<file path="src/rtl/cpd_pkg.sv">
// Shared types, constants and the CRC-8 byte update for the packet deframer.
package cpd_pkg;

   // result status codes
   localparam logic [1:0] STATUS_OK      = 2'd0;
   localparam logic [1:0] STATUS_CRC_ERR = 2'd1;
   localparam logic [1:0] STATUS_LEN_ERR = 2'd2;

   // register indexes on the CSR port
   localparam logic [1:0] REG_HEADER_FIRST  = 2'd0;
   localparam logic [1:0] REG_HEADER_SECOND = 2'd1;
   localparam logic [1:0] REG_FOOTER_FIRST  = 2'd2;
   localparam logic [1:0] REG_FOOTER_SECOND = 2'd3;

   localparam logic [7:0] HEADER_FIRST_RST  = 8'hAA;
   localparam logic [7:0] HEADER_SECOND_RST = 8'h55;
   localparam logic [7:0] FOOTER_FIRST_RST  = 8'h0D;
   localparam logic [7:0] FOOTER_SECOND_RST = 8'h0A;

   localparam logic [7:0] CRC_INIT = 8'hFF;
   localparam logic [7:0] CRC_POLY = 8'h31;

   // frame layout: hdr0 hdr1 type len payload... crc ftr0 ftr1
   localparam int TYPE_POS       = 2;
   localparam int LEN_POS        = 3;
   localparam int PAYLOAD_POS    = 4;
   localparam int FRAME_OVERHEAD = 7;

   typedef struct packed {
      logic [7:0] header_first;
      logic [7:0] header_second;
      logic [7:0] footer_first;
      logic [7:0] footer_second;
   } cfg_type;

   typedef struct packed {
      logic rx_take;   // input byte transfer
      logic rsp_take;  // result transfer
   } dp_cmd_type;

   typedef struct packed {
      logic close;     // current input byte completes a frame
      logic run;       // that frame yields a payload run
      logic last;      // result on the output is the final one
   } dp_stat_type;

   // CRC-8, MSB first, one byte
   function automatic logic [7:0] crc8_feed(input logic [7:0] crc, input logic [7:0] b);
      logic [7:0] c;
      c = crc ^ b;
      for (int k = 0; k < 8; k++) begin
         if (c[7]) begin
            c = {c[6:0], 1'b0} ^ CRC_POLY;
         end else begin
            c = {c[6:0], 1'b0};
         end
      end
      return c;
   endfunction

endpackage

</file>
<file path="src/rtl/cpd_ram.sv">
// Generic single-write, single-read RAM with registered read data.
module cpd_ram #(
   parameter int WIDTH = 8,
   parameter int DEPTH = 64
) (
   input  logic                     clock,
   input  logic                     wr_en,
   input  logic [$clog2(DEPTH)-1:0] wr_addr,
   input  logic [WIDTH-1:0]         wr_data,
   input  logic [$clog2(DEPTH)-1:0] rd_addr,
   output logic [WIDTH-1:0]         rd_data
);

   logic [WIDTH-1:0] mem_ff [DEPTH];
   logic [WIDTH-1:0] rd_data_ff;

   always_ff @(posedge clock) begin
      if (wr_en) begin
         mem_ff[wr_addr] <= wr_data;
      end
      rd_data_ff <= mem_ff[rd_addr];
   end

   assign rd_data = rd_data_ff;

endmodule

</file>
<file path="src/rtl/cpd_ctrl.sv">
// Controller: sequences byte intake, payload fetch and result delivery.
module cpd_ctrl (
   input  logic               clock,
   input  logic               reset,
   input  logic               req_tvalid,
   output logic               req_tready,
   output logic               rsp_tvalid,
   input  logic               rsp_tready,
   input  cpd_pkg::dp_stat_type stat,
   output cpd_pkg::dp_cmd_type  cmd
);

   typedef enum logic [2:0] {
      ST_RX    = 3'b001,
      ST_FETCH = 3'b010,
      ST_SEND  = 3'b100
   } state_type;

   state_type state_ff, state_in;

   assign req_tready   = (state_ff == ST_RX);
   assign rsp_tvalid   = (state_ff == ST_SEND);
   assign cmd.rx_take  = req_tready & req_tvalid;
   assign cmd.rsp_take = rsp_tvalid & rsp_tready;

   always_comb begin
      state_in = state_ff;
      case (state_ff)
         ST_RX: begin
            if (cmd.rx_take && stat.close) begin
               // payload run waits in ST_FETCH for the first RAM read
               state_in = stat.run ? ST_FETCH : ST_SEND;
            end
         end
         ST_FETCH: begin
            state_in = ST_SEND;
         end
         ST_SEND: begin
            if (cmd.rsp_take && stat.last) begin
               state_in = ST_RX;
            end
         end
         default: begin
            state_in = ST_RX;
         end
      endcase
   end

   always_ff @(posedge clock) begin
      if (reset) begin
         state_ff <= ST_RX;
      end else begin
         state_ff <= state_in;
      end
   end

endmodule

</file>
<file path="src/rtl/cpd_datapath.sv">
// Datapath: frame hunt, buffering, CRC, frame checks and result fields.
module cpd_datapath #(
   parameter int BUFFER_BYTES = 64,
   parameter int MAX_PAYLOAD  = 32
) (
   input  logic                 clock,
   input  logic                 reset,
   input  cpd_pkg::cfg_type     cfg,
   input  cpd_pkg::dp_cmd_type  cmd,
   output cpd_pkg::dp_stat_type stat,
   input  logic [7:0]           rx_byte,
   output logic [1:0]           status,
   output logic [7:0]           cmd_type,
   output logic [5:0]           payload_length,
   output logic [7:0]           data_byte,
   output logic [4:0]           byte_index,
   output logic                 last
);

   localparam int CW = $clog2(BUFFER_BYTES + 1);
   localparam int AW = $clog2(BUFFER_BYTES);
   localparam int IW = $clog2(MAX_PAYLOAD + 1);

   logic          in_packet_ff;
   logic [CW-1:0] count_ff;
   logic [7:0]    crc_ff;
   logic [7:0]    type_ff;
   logic [7:0]    len_ff;
   logic [7:0]    prev1_ff;
   logic [7:0]    prev2_ff;
   logic [IW-1:0] idx_ff;
   logic [1:0]    status_ff;
   logic          run_ff;

   logic [CW-1:0] count_next;
   logic [9:0]    pos_wide;
   logic [9:0]    len_wide;
   logic          crc_feed_en;
   logic          close;
   logic          len_bad;
   logic          crc_bad;
   logic [IW-1:0] idx_next;
   logic [9:0]    rd_addr_wide;
   logic [7:0]    rd_data;

   assign count_next = count_ff + 1'b1;
   assign pos_wide   = 10'(count_ff);
   assign len_wide   = {2'b00, len_ff};

   assign crc_feed_en = (pos_wide == 10'(cpd_pkg::TYPE_POS)) ||
                        (pos_wide == 10'(cpd_pkg::LEN_POS)) ||
                        ((pos_wide > 10'(cpd_pkg::LEN_POS)) &&
                         (pos_wide <= len_wide + 10'(cpd_pkg::LEN_POS)));

   // previous byte and current byte against the footer
   assign close = in_packet_ff &&
                  (count_next >= CW'(cpd_pkg::FRAME_OVERHEAD)) &&
                  (prev1_ff == cfg.footer_first) && (rx_byte == cfg.footer_second);

   assign len_bad = (len_ff > 8'(MAX_PAYLOAD)) ||
                    ((len_wide + 10'(cpd_pkg::FRAME_OVERHEAD)) != 10'(count_next));
   // on a well-sized frame the CRC byte sits two bytes before the current one
   assign crc_bad = (crc_ff != prev2_ff);

   assign stat.close = close;
   assign stat.run   = !len_bad && !crc_bad && (len_ff != 8'd0);
   assign stat.last  = !run_ff || ({{(10-IW){1'b0}}, idx_ff} == len_wide - 10'd1);

   // read address follows the index that the next cycle will show
   assign idx_next     = cmd.rsp_take ? idx_ff + 1'b1 : idx_ff;
   assign rd_addr_wide = 10'(cpd_pkg::PAYLOAD_POS) + 10'(idx_next);

   cpd_ram #(
      .WIDTH (8),
      .DEPTH (BUFFER_BYTES)
   ) u_store (
      .clock   (clock),
      .wr_en   (cmd.rx_take && in_packet_ff),
      .wr_addr (count_ff[AW-1:0]),
      .wr_data (rx_byte),
      .rd_addr (rd_addr_wide[AW-1:0]),
      .rd_data (rd_data)
   );

   always_ff @(posedge clock) begin
      if (reset) begin
         in_packet_ff <= 1'b0;
         count_ff     <= '0;
         crc_ff       <= cpd_pkg::CRC_INIT;
      end else if (cmd.rx_take) begin
         if (!in_packet_ff) begin
            if ((count_ff == CW'(0)) && (rx_byte == cfg.header_first)) begin
               count_ff <= CW'(1);
            end else if ((count_ff == CW'(1)) && (rx_byte == cfg.header_second)) begin
               count_ff     <= CW'(2);
               in_packet_ff <= 1'b1;
               crc_ff       <= cpd_pkg::CRC_INIT;
            end else begin
               count_ff <= '0;
            end
         end else if (close || (count_next >= CW'(BUFFER_BYTES))) begin
            // frame done or buffer full: back to hunting
            in_packet_ff <= 1'b0;
            count_ff     <= '0;
            crc_ff       <= cpd_pkg::CRC_INIT;
         end else begin
            count_ff <= count_next;
            if (crc_feed_en) begin
               crc_ff <= cpd_pkg::crc8_feed(crc_ff, rx_byte);
            end
         end
      end
   end

   always_ff @(posedge clock) begin
      if (cmd.rx_take && in_packet_ff) begin
         prev1_ff <= rx_byte;
         prev2_ff <= prev1_ff;
         if (pos_wide == 10'(cpd_pkg::TYPE_POS)) begin
            type_ff <= rx_byte;
         end
         if (pos_wide == 10'(cpd_pkg::LEN_POS)) begin
            len_ff <= rx_byte;
         end
      end
   end

   always_ff @(posedge clock) begin
      if (reset) begin
         run_ff    <= 1'b0;
         status_ff <= cpd_pkg::STATUS_OK;
         idx_ff    <= '0;
      end else if (cmd.rx_take && close) begin
         idx_ff <= '0;
         run_ff <= stat.run;
         if (len_bad) begin
            status_ff <= cpd_pkg::STATUS_LEN_ERR;
         end else if (crc_bad) begin
            status_ff <= cpd_pkg::STATUS_CRC_ERR;
         end else begin
            status_ff <= cpd_pkg::STATUS_OK;
         end
      end else begin
         idx_ff <= idx_next;
      end
   end

   assign status         = status_ff;
   assign cmd_type       = type_ff;
   assign payload_length = run_ff ? len_ff[5:0] : 6'd0;
   assign data_byte      = run_ff ? rd_data : 8'd0;
   assign byte_index     = run_ff ? 5'(idx_ff) : 5'd0;
   assign last           = stat.last;

endmodule

</file>
<file path="src/rtl/crc8_packet_deframer.sv">
// Input bytes: one per cycle while framing; no result for bytes that do not close a frame.
// A closing byte gives a status result in the next cycle, or a payload run after the fetch state,
// then one payload result per cycle while the receiver is ready; input is held off until the last result is taken.
// Rate is set by the single RAM read port that streams the payload out.
// Reset (synchronous, active high): hunt restarts, CSRs go to their defaults;
// the packet buffer is not cleared.
module crc8_packet_deframer #(
   parameter int BUFFER_BYTES = 64,
   parameter int MAX_PAYLOAD  = 32
) (
   input  logic        clock,
   input  logic        reset,
   input  logic        req_tvalid,
   output logic        req_tready,
   input  logic [7:0]  req_tdata,   // [7:0] rx_byte
   output logic        rsp_tvalid,
   input  logic        rsp_tready,
   output logic [31:0] rsp_tdata,   // [1:0] status, [9:2] cmd_type, [15:10] payload_length,
                                    // [23:16] data_byte, [28:24] byte_index, [31:29] zero
   output logic        rsp_tlast,
   input  logic        csr_psel,
   input  logic        csr_penable,
   input  logic        csr_pwrite,
   input  logic [3:0]  csr_paddr,
   input  logic [31:0] csr_pwdata,
   output logic [31:0] csr_prdata,
   output logic        csr_pready
);

   cpd_pkg::cfg_type     cfg_ff;
   cpd_pkg::dp_cmd_type  cmd;
   cpd_pkg::dp_stat_type stat;

   logic [1:0] status;
   logic [7:0] cmd_type;
   logic [5:0] payload_length;
   logic [7:0] data_byte;
   logic [4:0] byte_index;
   logic       csr_write;

   assign csr_pready = 1'b1;
   assign csr_write  = csr_psel & csr_penable & csr_pwrite & csr_pready;

   always_ff @(posedge clock) begin
      if (reset) begin
         cfg_ff.header_first  <= cpd_pkg::HEADER_FIRST_RST;
         cfg_ff.header_second <= cpd_pkg::HEADER_SECOND_RST;
         cfg_ff.footer_first  <= cpd_pkg::FOOTER_FIRST_RST;
         cfg_ff.footer_second <= cpd_pkg::FOOTER_SECOND_RST;
      end else if (csr_write) begin
         case (csr_paddr[3:2])
            cpd_pkg::REG_HEADER_FIRST:  cfg_ff.header_first  <= csr_pwdata[7:0];
            cpd_pkg::REG_HEADER_SECOND: cfg_ff.header_second <= csr_pwdata[7:0];
            cpd_pkg::REG_FOOTER_FIRST:  cfg_ff.footer_first  <= csr_pwdata[7:0];
            cpd_pkg::REG_FOOTER_SECOND: cfg_ff.footer_second <= csr_pwdata[7:0];
            default: begin
            end
         endcase
      end
   end

   always_comb begin
      case (csr_paddr[3:2])
         cpd_pkg::REG_HEADER_FIRST:  csr_prdata = {24'd0, cfg_ff.header_first};
         cpd_pkg::REG_HEADER_SECOND: csr_prdata = {24'd0, cfg_ff.header_second};
         cpd_pkg::REG_FOOTER_FIRST:  csr_prdata = {24'd0, cfg_ff.footer_first};
         cpd_pkg::REG_FOOTER_SECOND: csr_prdata = {24'd0, cfg_ff.footer_second};
         default:                    csr_prdata = 32'd0;
      endcase
   end

   cpd_ctrl u_ctrl (
      .clock      (clock),
      .reset      (reset),
      .req_tvalid (req_tvalid),
      .req_tready (req_tready),
      .rsp_tvalid (rsp_tvalid),
      .rsp_tready (rsp_tready),
      .stat       (stat),
      .cmd        (cmd)
   );

   cpd_datapath #(
      .BUFFER_BYTES (BUFFER_BYTES),
      .MAX_PAYLOAD  (MAX_PAYLOAD)
   ) u_datapath (
      .clock          (clock),
      .reset          (reset),
      .cfg            (cfg_ff),
      .cmd            (cmd),
      .stat           (stat),
      .rx_byte        (req_tdata),
      .status         (status),
      .cmd_type       (cmd_type),
      .payload_length (payload_length),
      .data_byte      (data_byte),
      .byte_index     (byte_index),
      .last           (rsp_tlast)
   );

   assign rsp_tdata = {3'd0, byte_index, data_byte, payload_length, cmd_type, status};

endmodule

</file>
<file path="config.mk">
export PLATFORM = sky130hd
export DESIGN_NAME = crc8_packet_deframer
export DESIGN_NICKNAME = d
export VERILOG_FILES = /design/src/rtl/cpd_pkg.sv /design/src/rtl/cpd_ram.sv /design/src/rtl/cpd_ctrl.sv /design/src/rtl/cpd_datapath.sv /design/src/rtl/crc8_packet_deframer.sv
export SDC_FILE = /design/constraint.sdc
export NUM_CORES = 1
export LEC_CHECK = 0
export BUFFER_PORTS_ARGS = -buffer_cell sky130_fd_sc_hd__buf_2
export CORE_MARGIN = 2
export CORE_UTILIZATION = 45
export DETAILED_ROUTE_END_ITERATION = 8
export PLACE_DENSITY = 0.7
export SLEW_MARGIN = 20
export SYNTH_ARGS = -nofsm -noshare
export SYNTH_HDL_FRONTEND = slang
export SYNTH_SLANG_ARGS = --single-unit
</file>
<file path="constraint.sdc">
create_clock -name clock -period 5.9 [get_ports clock]
set_input_delay 0.885 -clock clock [delete_from_list [all_inputs] [get_ports clock]]
set_output_delay 0.885 -clock clock [all_outputs]
set_load 0.03 [all_outputs]
</file>
## Word level (Yosys, flattened, before mapping)

Memories as Yosys holds them, arrays and structs flattened. A register that Yosys moved wholly into a read port is not among the register bits.
Index checks and enable logic that the tools add are counted.

| cells by class | value |
|---|---|
| reductions and logical operators | 32 |
| bitwise logic cells | 13 |
| $lt $le $gt $ge | 5 |
| multiplexer cells | 69 |
| add/sub/neg operators | 6 |
| equal/unequal tests | 20 |

Operator list:

| kind | number |
|---|---|
| two-way mux 8 bit | 41 |
| one-hot mux 32 bit (4 select lines) | 1 |
| two-way mux 6 bit | 10 |
| equality test 8 bit | 4 |
| NOT 3 bit | 8 |
| two-way mux 7 bit | 3 |
| equality test 7 x 2 -> 1 bit (second input constant) | 2 |
| AND reduction 2 bit | 7 |
| logical AND 1 bit | 11 |
| equality test 6 x 10 -> 1 bit | 1 |
| <= comparator 7 x 10 -> 1 bit | 1 |
| != test 10 x 7 -> 1 bit | 1 |
| adder 8 x 2 -> 9 bit (second input constant) | 1 |
| adder 8 x 3 -> 9 bit (second input constant) | 1 |
| two-way mux 3 bit | 3 |
| one-hot mux 3 bit (3 select lines) | 1 |
| subtractor 8 x 1 -> 9 bit (second input constant) | 1 |
| greater-than comparator 8 x 6 -> 1 bit (second input constant) | 1 |
| != test 8 bit | 1 |
| nonzero test 8 bit | 1 |
| XOR 8 bit | 1 |
| adder 7 x 1 -> 7 bit (second input constant) | 1 |
| equality test 7 x 1 -> 1 bit (second input constant) | 1 |
| >= comparator 7 x 3 -> 1 bit (second input constant) | 1 |
| 23 further kinds | 41 |

| storage, ports and cells | value |
|---|---|
| output and inout port bits | 68 |
| register bits after elaboration | 92 |
| memories kept | 1 |
| bits in writable memories | 512 |

Memory list:

| memory | words | bits a word | rd ports | clocked after memory_dff | wr ports | line | RTL |
|---|---|---|---|---|---|---|---|
| u_datapath.u_store.mem_ff | 64 | 8 | 1 | 1 | 1 | cpd_ram.sv:14 | `logic [WIDTH-1:0] mem_ff [DEPTH];` |

## Longest topological paths before layout

| depth | value |
|---|---|
| depth after elaboration | 57 |
| gate-level depth with buffers | 17 |
| gate-level depth less buffers | 12 |

## By module

A second synthesis with hierarchy kept.

| second synthesis, totals | value |
|---|---|
| cell total of the unflattened synthesis | 1513 |
| area, all modules | 25847.3 µm² |

Modules (own cells, without submodules):

| module | cells each | area each (µm²) | instances |
|---|---|---|---|
| cpd_ram | 940 | 20166.8 | 1 |
| cpd_datapath | 379 | 3768.6 | 1 |
| crc8_packet_deframer | 176 | 1745.4 | 1 |
| cpd_ctrl | 18 | 166.4 | 1 |

## Worst setup path before layout

No wires, ideal clock.

| path | value |
|---|---|
| kind | input-to-reg |
| start point | input rsp_tready |
| end point | register u_datapath.u_store.rd_data_ff[1], in the netlist u_datapath.u_store.rd_data[1], read port of u_datapath.u_store.mem_ff |
| setup slack | 1.915 ns |
| data arrival time | 3.852 ns |
| cell stages on the path | 16 |
| path buffers | 7 |
| cells stage by stage | nand4bb_1 buf_4 nor3_4 nor2_4 clkinv_2 buf_2 buf_2 buf_2 ha_1 clkbuf_1 inv_1 clkbuf_1 clkbuf_1 mux4_2 a22oi_1 o211ai_1 |

| between the ends | value |
|---|---|
| longest elaborated chain between the ends | 3 |

RTL lines:

| element | line | RTL |
|---|---|---|
| from (decl) | crc8_packet_deframer.sv:17 | `input logic rsp_tready,` |
| AND 1 bit | cpd_ctrl.sv:24 | `assign cmd.rsp_take = rsp_tvalid & rsp_tready;` |
| two-way mux 6 bit | cpd_datapath.sv:70 | `assign idx_next = cmd.rsp_take ? idx_ff + 1'b1 : idx_ff;` |
| via u_datapath.idx_next[2] | cpd_datapath.sv:42 | `logic [IW-1:0] idx_next;` |
| adder 3 x 6 -> 6 bit | cpd_datapath.sv:71 | `assign rd_addr_wide = 10'(cpd_pkg::PAYLOAD_POS) + 10'(idx_next);` |
| to (decl) | cpd_ram.sv:15 | `logic [WIDTH-1:0] rd_data_ff;` |

The timed path passes the listed nets, and every way through them passes these cells.
A chain may end at the register's enable or synchronous reset.

## Final worst setup path

| path | value |
|---|---|
| start point | register u_datapath.idx_ff[0] |
| end point | register u_datapath.u_store.rd_data_ff[7], in the netlist u_datapath.u_store.rd_data[7], read port of u_datapath.u_store.mem_ff |

| between the ends | value |
|---|---|
| longest elaborated chain between the ends | 3 |

RTL lines:

| element | line | RTL |
|---|---|---|
| from (decl) | cpd_datapath.sv:31 | `logic [IW-1:0] idx_ff;` |
| from (signal assigned) | cpd_datapath.sv:144 | `idx_ff <= idx_next;` |
| adder 6 x 1 -> 6 bit | cpd_datapath.sv:70 |  |
| two-way mux 6 bit * | cpd_datapath.sv:70 |  |
| adder 3 x 6 -> 6 bit * | cpd_datapath.sv:71 |  |

Mark *: on every way between the ends. The rest lies on a longest branch, timed or not.

==> results.toml <==
[timing]
period_minus_slack_ps = 4490
slew_headroom_pct = 20.2
final.setup.tns_ps = 0
final-hold-violation-count = 0
worst_pin_slew_ps = 1190
fin_skew_ps = 17.2
fmax_mhz = 222
finalSetupViolations = 0
period_share_pct = 76.2
rsz0062_at_grt = "false"
slew_violations = 0

[min_path]
min_from = "u_datapath.prev1_ff[4]$_DFFE_PP_"
min_path_type = "reg2reg"
min_to = "u_datapath.prev2_ff[4]$_DFFE_PP_"
whs_path_depth = 0

[drt]
drt_wl_total_mm = 74.0
vias_per_cell = 6.06
initialDrtViolationCount = 1926
wl_per_cell_um = 23.9
drc_errors = 0
first_pass_iters = 6
vias = 18801
ant_nets = 0

[yosys]
syn_area_um2 = 29100
syn-instance-count = 2184
synth.top_cell.area_share_pct = 56.2
synth_edf_count = 544
avgSynthCellArea_um2 = 13.3
synth.distinct_cells = 88
yosysWarnings = 0
synth_flop_cell = "edfxtp_1"
ys_ff_latch = 612
synth_top_area_cell = "edfxtp_1"
synth_area_leaders = "edfxtp_1, mux2i_1, mux2_2, dfxtp_1, mux4_2"
synth-async-reset-ratio_pct = 0
yosysSeqAreaShare_pct = 60.9

[global_routing]
grt_overflow = 0
grt_pass1_vias = 18594
track_usage_pct = 22.0
antenna_found_initial = 4
grt_first_pass_wirelength_mm = 112
grt_max_degree = 74

[power_and_ir_drop]
vdd_drop_max_mv = 0.195
leakage_nw = 10.4
power_density_nw_per_um2 = 279

[setup_path]
crit_chain = "ha_4 > a21boi_2 > nor2_4 > clkinv_2 > ha_1 > buf_4 > inv_1 > nand3_1 > a221oi_1 > a32o_1 > a2111oi_0 > o31ai_1"
cp_max_fo = 37
cp.required_ps = 6410
reg2regPathDepth = 12
path_class = "reg2reg"
cp_slowest_cell = "dfxtp_4"
crit_buf_inv = 3
crit_path_end_kind = "flip-flop"
critical_path.top_delay_family = "simple AND/OR/NAND/NOR gates"
cp.arrival_ps = 5000
worstSetupStartpoint = "u_datapath.idx_ff[0]$_SDFF_PP0_"
critPathMaxStageDelay_ps = 770
rr_endpoint = "u_datapath.u_store.rd_data[7]$_DFF_P_"
start_kind = "flip-flop"
r2r_slack_ps = 1410
r2r-start = "u_datapath.idx_ff[0]$_SDFF_PP0_"

[clock_tree]
cts_tree = "built"
clockRootBuffer = "clkbuf_16"
cts_setup_buffers = 0
clock_latency_ps = 610
cts.sinks = 612
cts_made_buffers = 66
ctsHoldBuffers = 0
path_clk_slew_ps = 60
cts_resized = 0
cts_buffer_depth = 3
htreeDepth = 3

[run]
drv_cap = 0

[floorplanning]
die_x_um = 258
core_um2 = 64100
rows = 93
die-area_um2 = 66600
initial_core_util_pct = 45.3
ioPinCount = 119
fp.dieH_um = 258

[cells_and_area]
drive_gt1_share_pct = 17.1
layout.nets = 2260
multi_input_area_um2 = 10500
area_growth_pct = 10.3
utilization_pct = 50.0
mostFrequentLayoutCells = "edfxtp_1, mux2i_1, a21oi_1, nand2_1, nor2_1"
ff_latch_area_um2 = 17700
fillers = 5361
layout_commonest_cell = "edfxtp_1"

[run_status]
status = "finished, final reports clean"

[place]
io_buffers = 64
gp_congestion = 0.857
hpwl_mm = 46.1
-- through the flow --
| step | hold slack [ps] | total power, mW | std cells | worst slack [ps] | area, um^2 |
|---|---|---|---|---|---|
| 2_1_floorplan | 449 | 4.96 | 2210 | 1910 | 29200 |
| 3_5_place_dp | 459 | 5.06 | 2981 | 1330 | 30000 |
| 4_1_cts | 468 | 8.97 | 3100 | 1570 | 32100 |
| 6_report | 465 | 8.93 | 3102 | 1410 | 32100 |
| 5_1_grt | 489 | 9.17 | 3101 | 1250 | 32100 |
| 3_3_place_gp | 459 | 5.05 | 2981 | 1460 | 30000 |
-- logic make-up after synthesis --
group,count (synthesis),synth area share [%]
and+or+nand+nor,477,7.76
adders and majority gates,15,0.646
xor gates and xnor gates,87,2.86
other,2,0.0258
AOI/OAI and AO/OA,439,10.1
muxes,350,14.3
DFF,612,60.9
buffers and inverters,202,3.36
-- cell type report --
class,count,share of cell area (%)
sequential,612,55.2
multi-input combinational,1396,32.9
clock buffer,89,5.61
tap,855,3.34
timing repair buffer,99,1.94
clock inverter,30,0.788
inverter,19,0.226
antenna,2,0.0156
-- how the worst max path moves through the flow --
| stage | endpoint | slack (ps) | cells after the start |
|---|---|---|---|
| after floorplan | u_datapath.u_store.rd_data[1]$_DFF_P_ | 1910 | 16 |
| after global placement | u_datapath.u_store.rd_data[7]$_DFF_P_ | 1460 | 13 |
| after detailed placement | u_datapath.u_store.rd_data[7]$_DFF_P_ | 1330 | 13 |
| after CTS | u_datapath.u_store.mem_ff[21][0]$_DFFE_PP_ | 1570 | 6 |
| after global routing | u_datapath.u_store.mem_ff[53][2]$_DFFE_PP_ | 1250 | 6 |
| final | u_datapath.u_store.rd_data[7]$_DFF_P_ | 1410 | 12 |
-- Yosys cell counts (all sizes together), types with 5 or more instances --
master / n
edfxtp: 544
mux2i: 188
a21oi: 155
nand2: 149
nor2: 142
mux2: 122
buf: 109
o22ai: 97
clkbuf: 74
dfxtp: 68
nor3: 55
xnor2: 55
mux4: 40
a221oi: 31
xor2: 29
and2: 25
nand3: 25
nor2b: 24
a22oi: 21
inv: 18
a211o: 17
ha: 15
a211oi: 14
o221ai: 13
nand4: 12
o21ai: 12
o41ai: 11
nor4: 10
a21boi: 9
o211ai: 9
or3: 8
o21a: 7
a31oi: 6
o31ai: 6
nor3b: 5
or2: 5
-- report_power, final --
part / switching, mW / total, mW / internal [mW]
Clock: 1.68 / 3.96 / 2.28
Combinational: 0.179 / 0.238 / 0.0585
Sequential: 0.00961 / 4.73 / 4.72
Total: 1.87 / 8.93 / 7.06
-- flip-flops by register name, indices dropped and copies added (netlist names) --
register,flops
cfg_ff,32
u_ctrl.state_ff,3
u_datapath.cmd_type,8
u_datapath.count_ff,7
u_datapath.crc_ff,8
u_datapath.idx_ff,6
u_datapath.in_packet_ff,1
u_datapath.len_ff,8
u_datapath.prev1_ff,8
u_datapath.prev2_ff,8
u_datapath.run_ff,1
u_datapath.status,2
u_datapath.u_store.mem_ff,512
u_datapath.u_store.rd_data,8
-- routing by layer --
metal,global-route usage (%),part of all wire (%),up-vias
li1,-,-,8385
met1,29.4,41,9411
met3,4.10,8.0,148
met5,0,0,-
met2,36.0,48,857
met4,7.87,3.4,0
No activity file was read; power rests on OpenSTA's default activity.
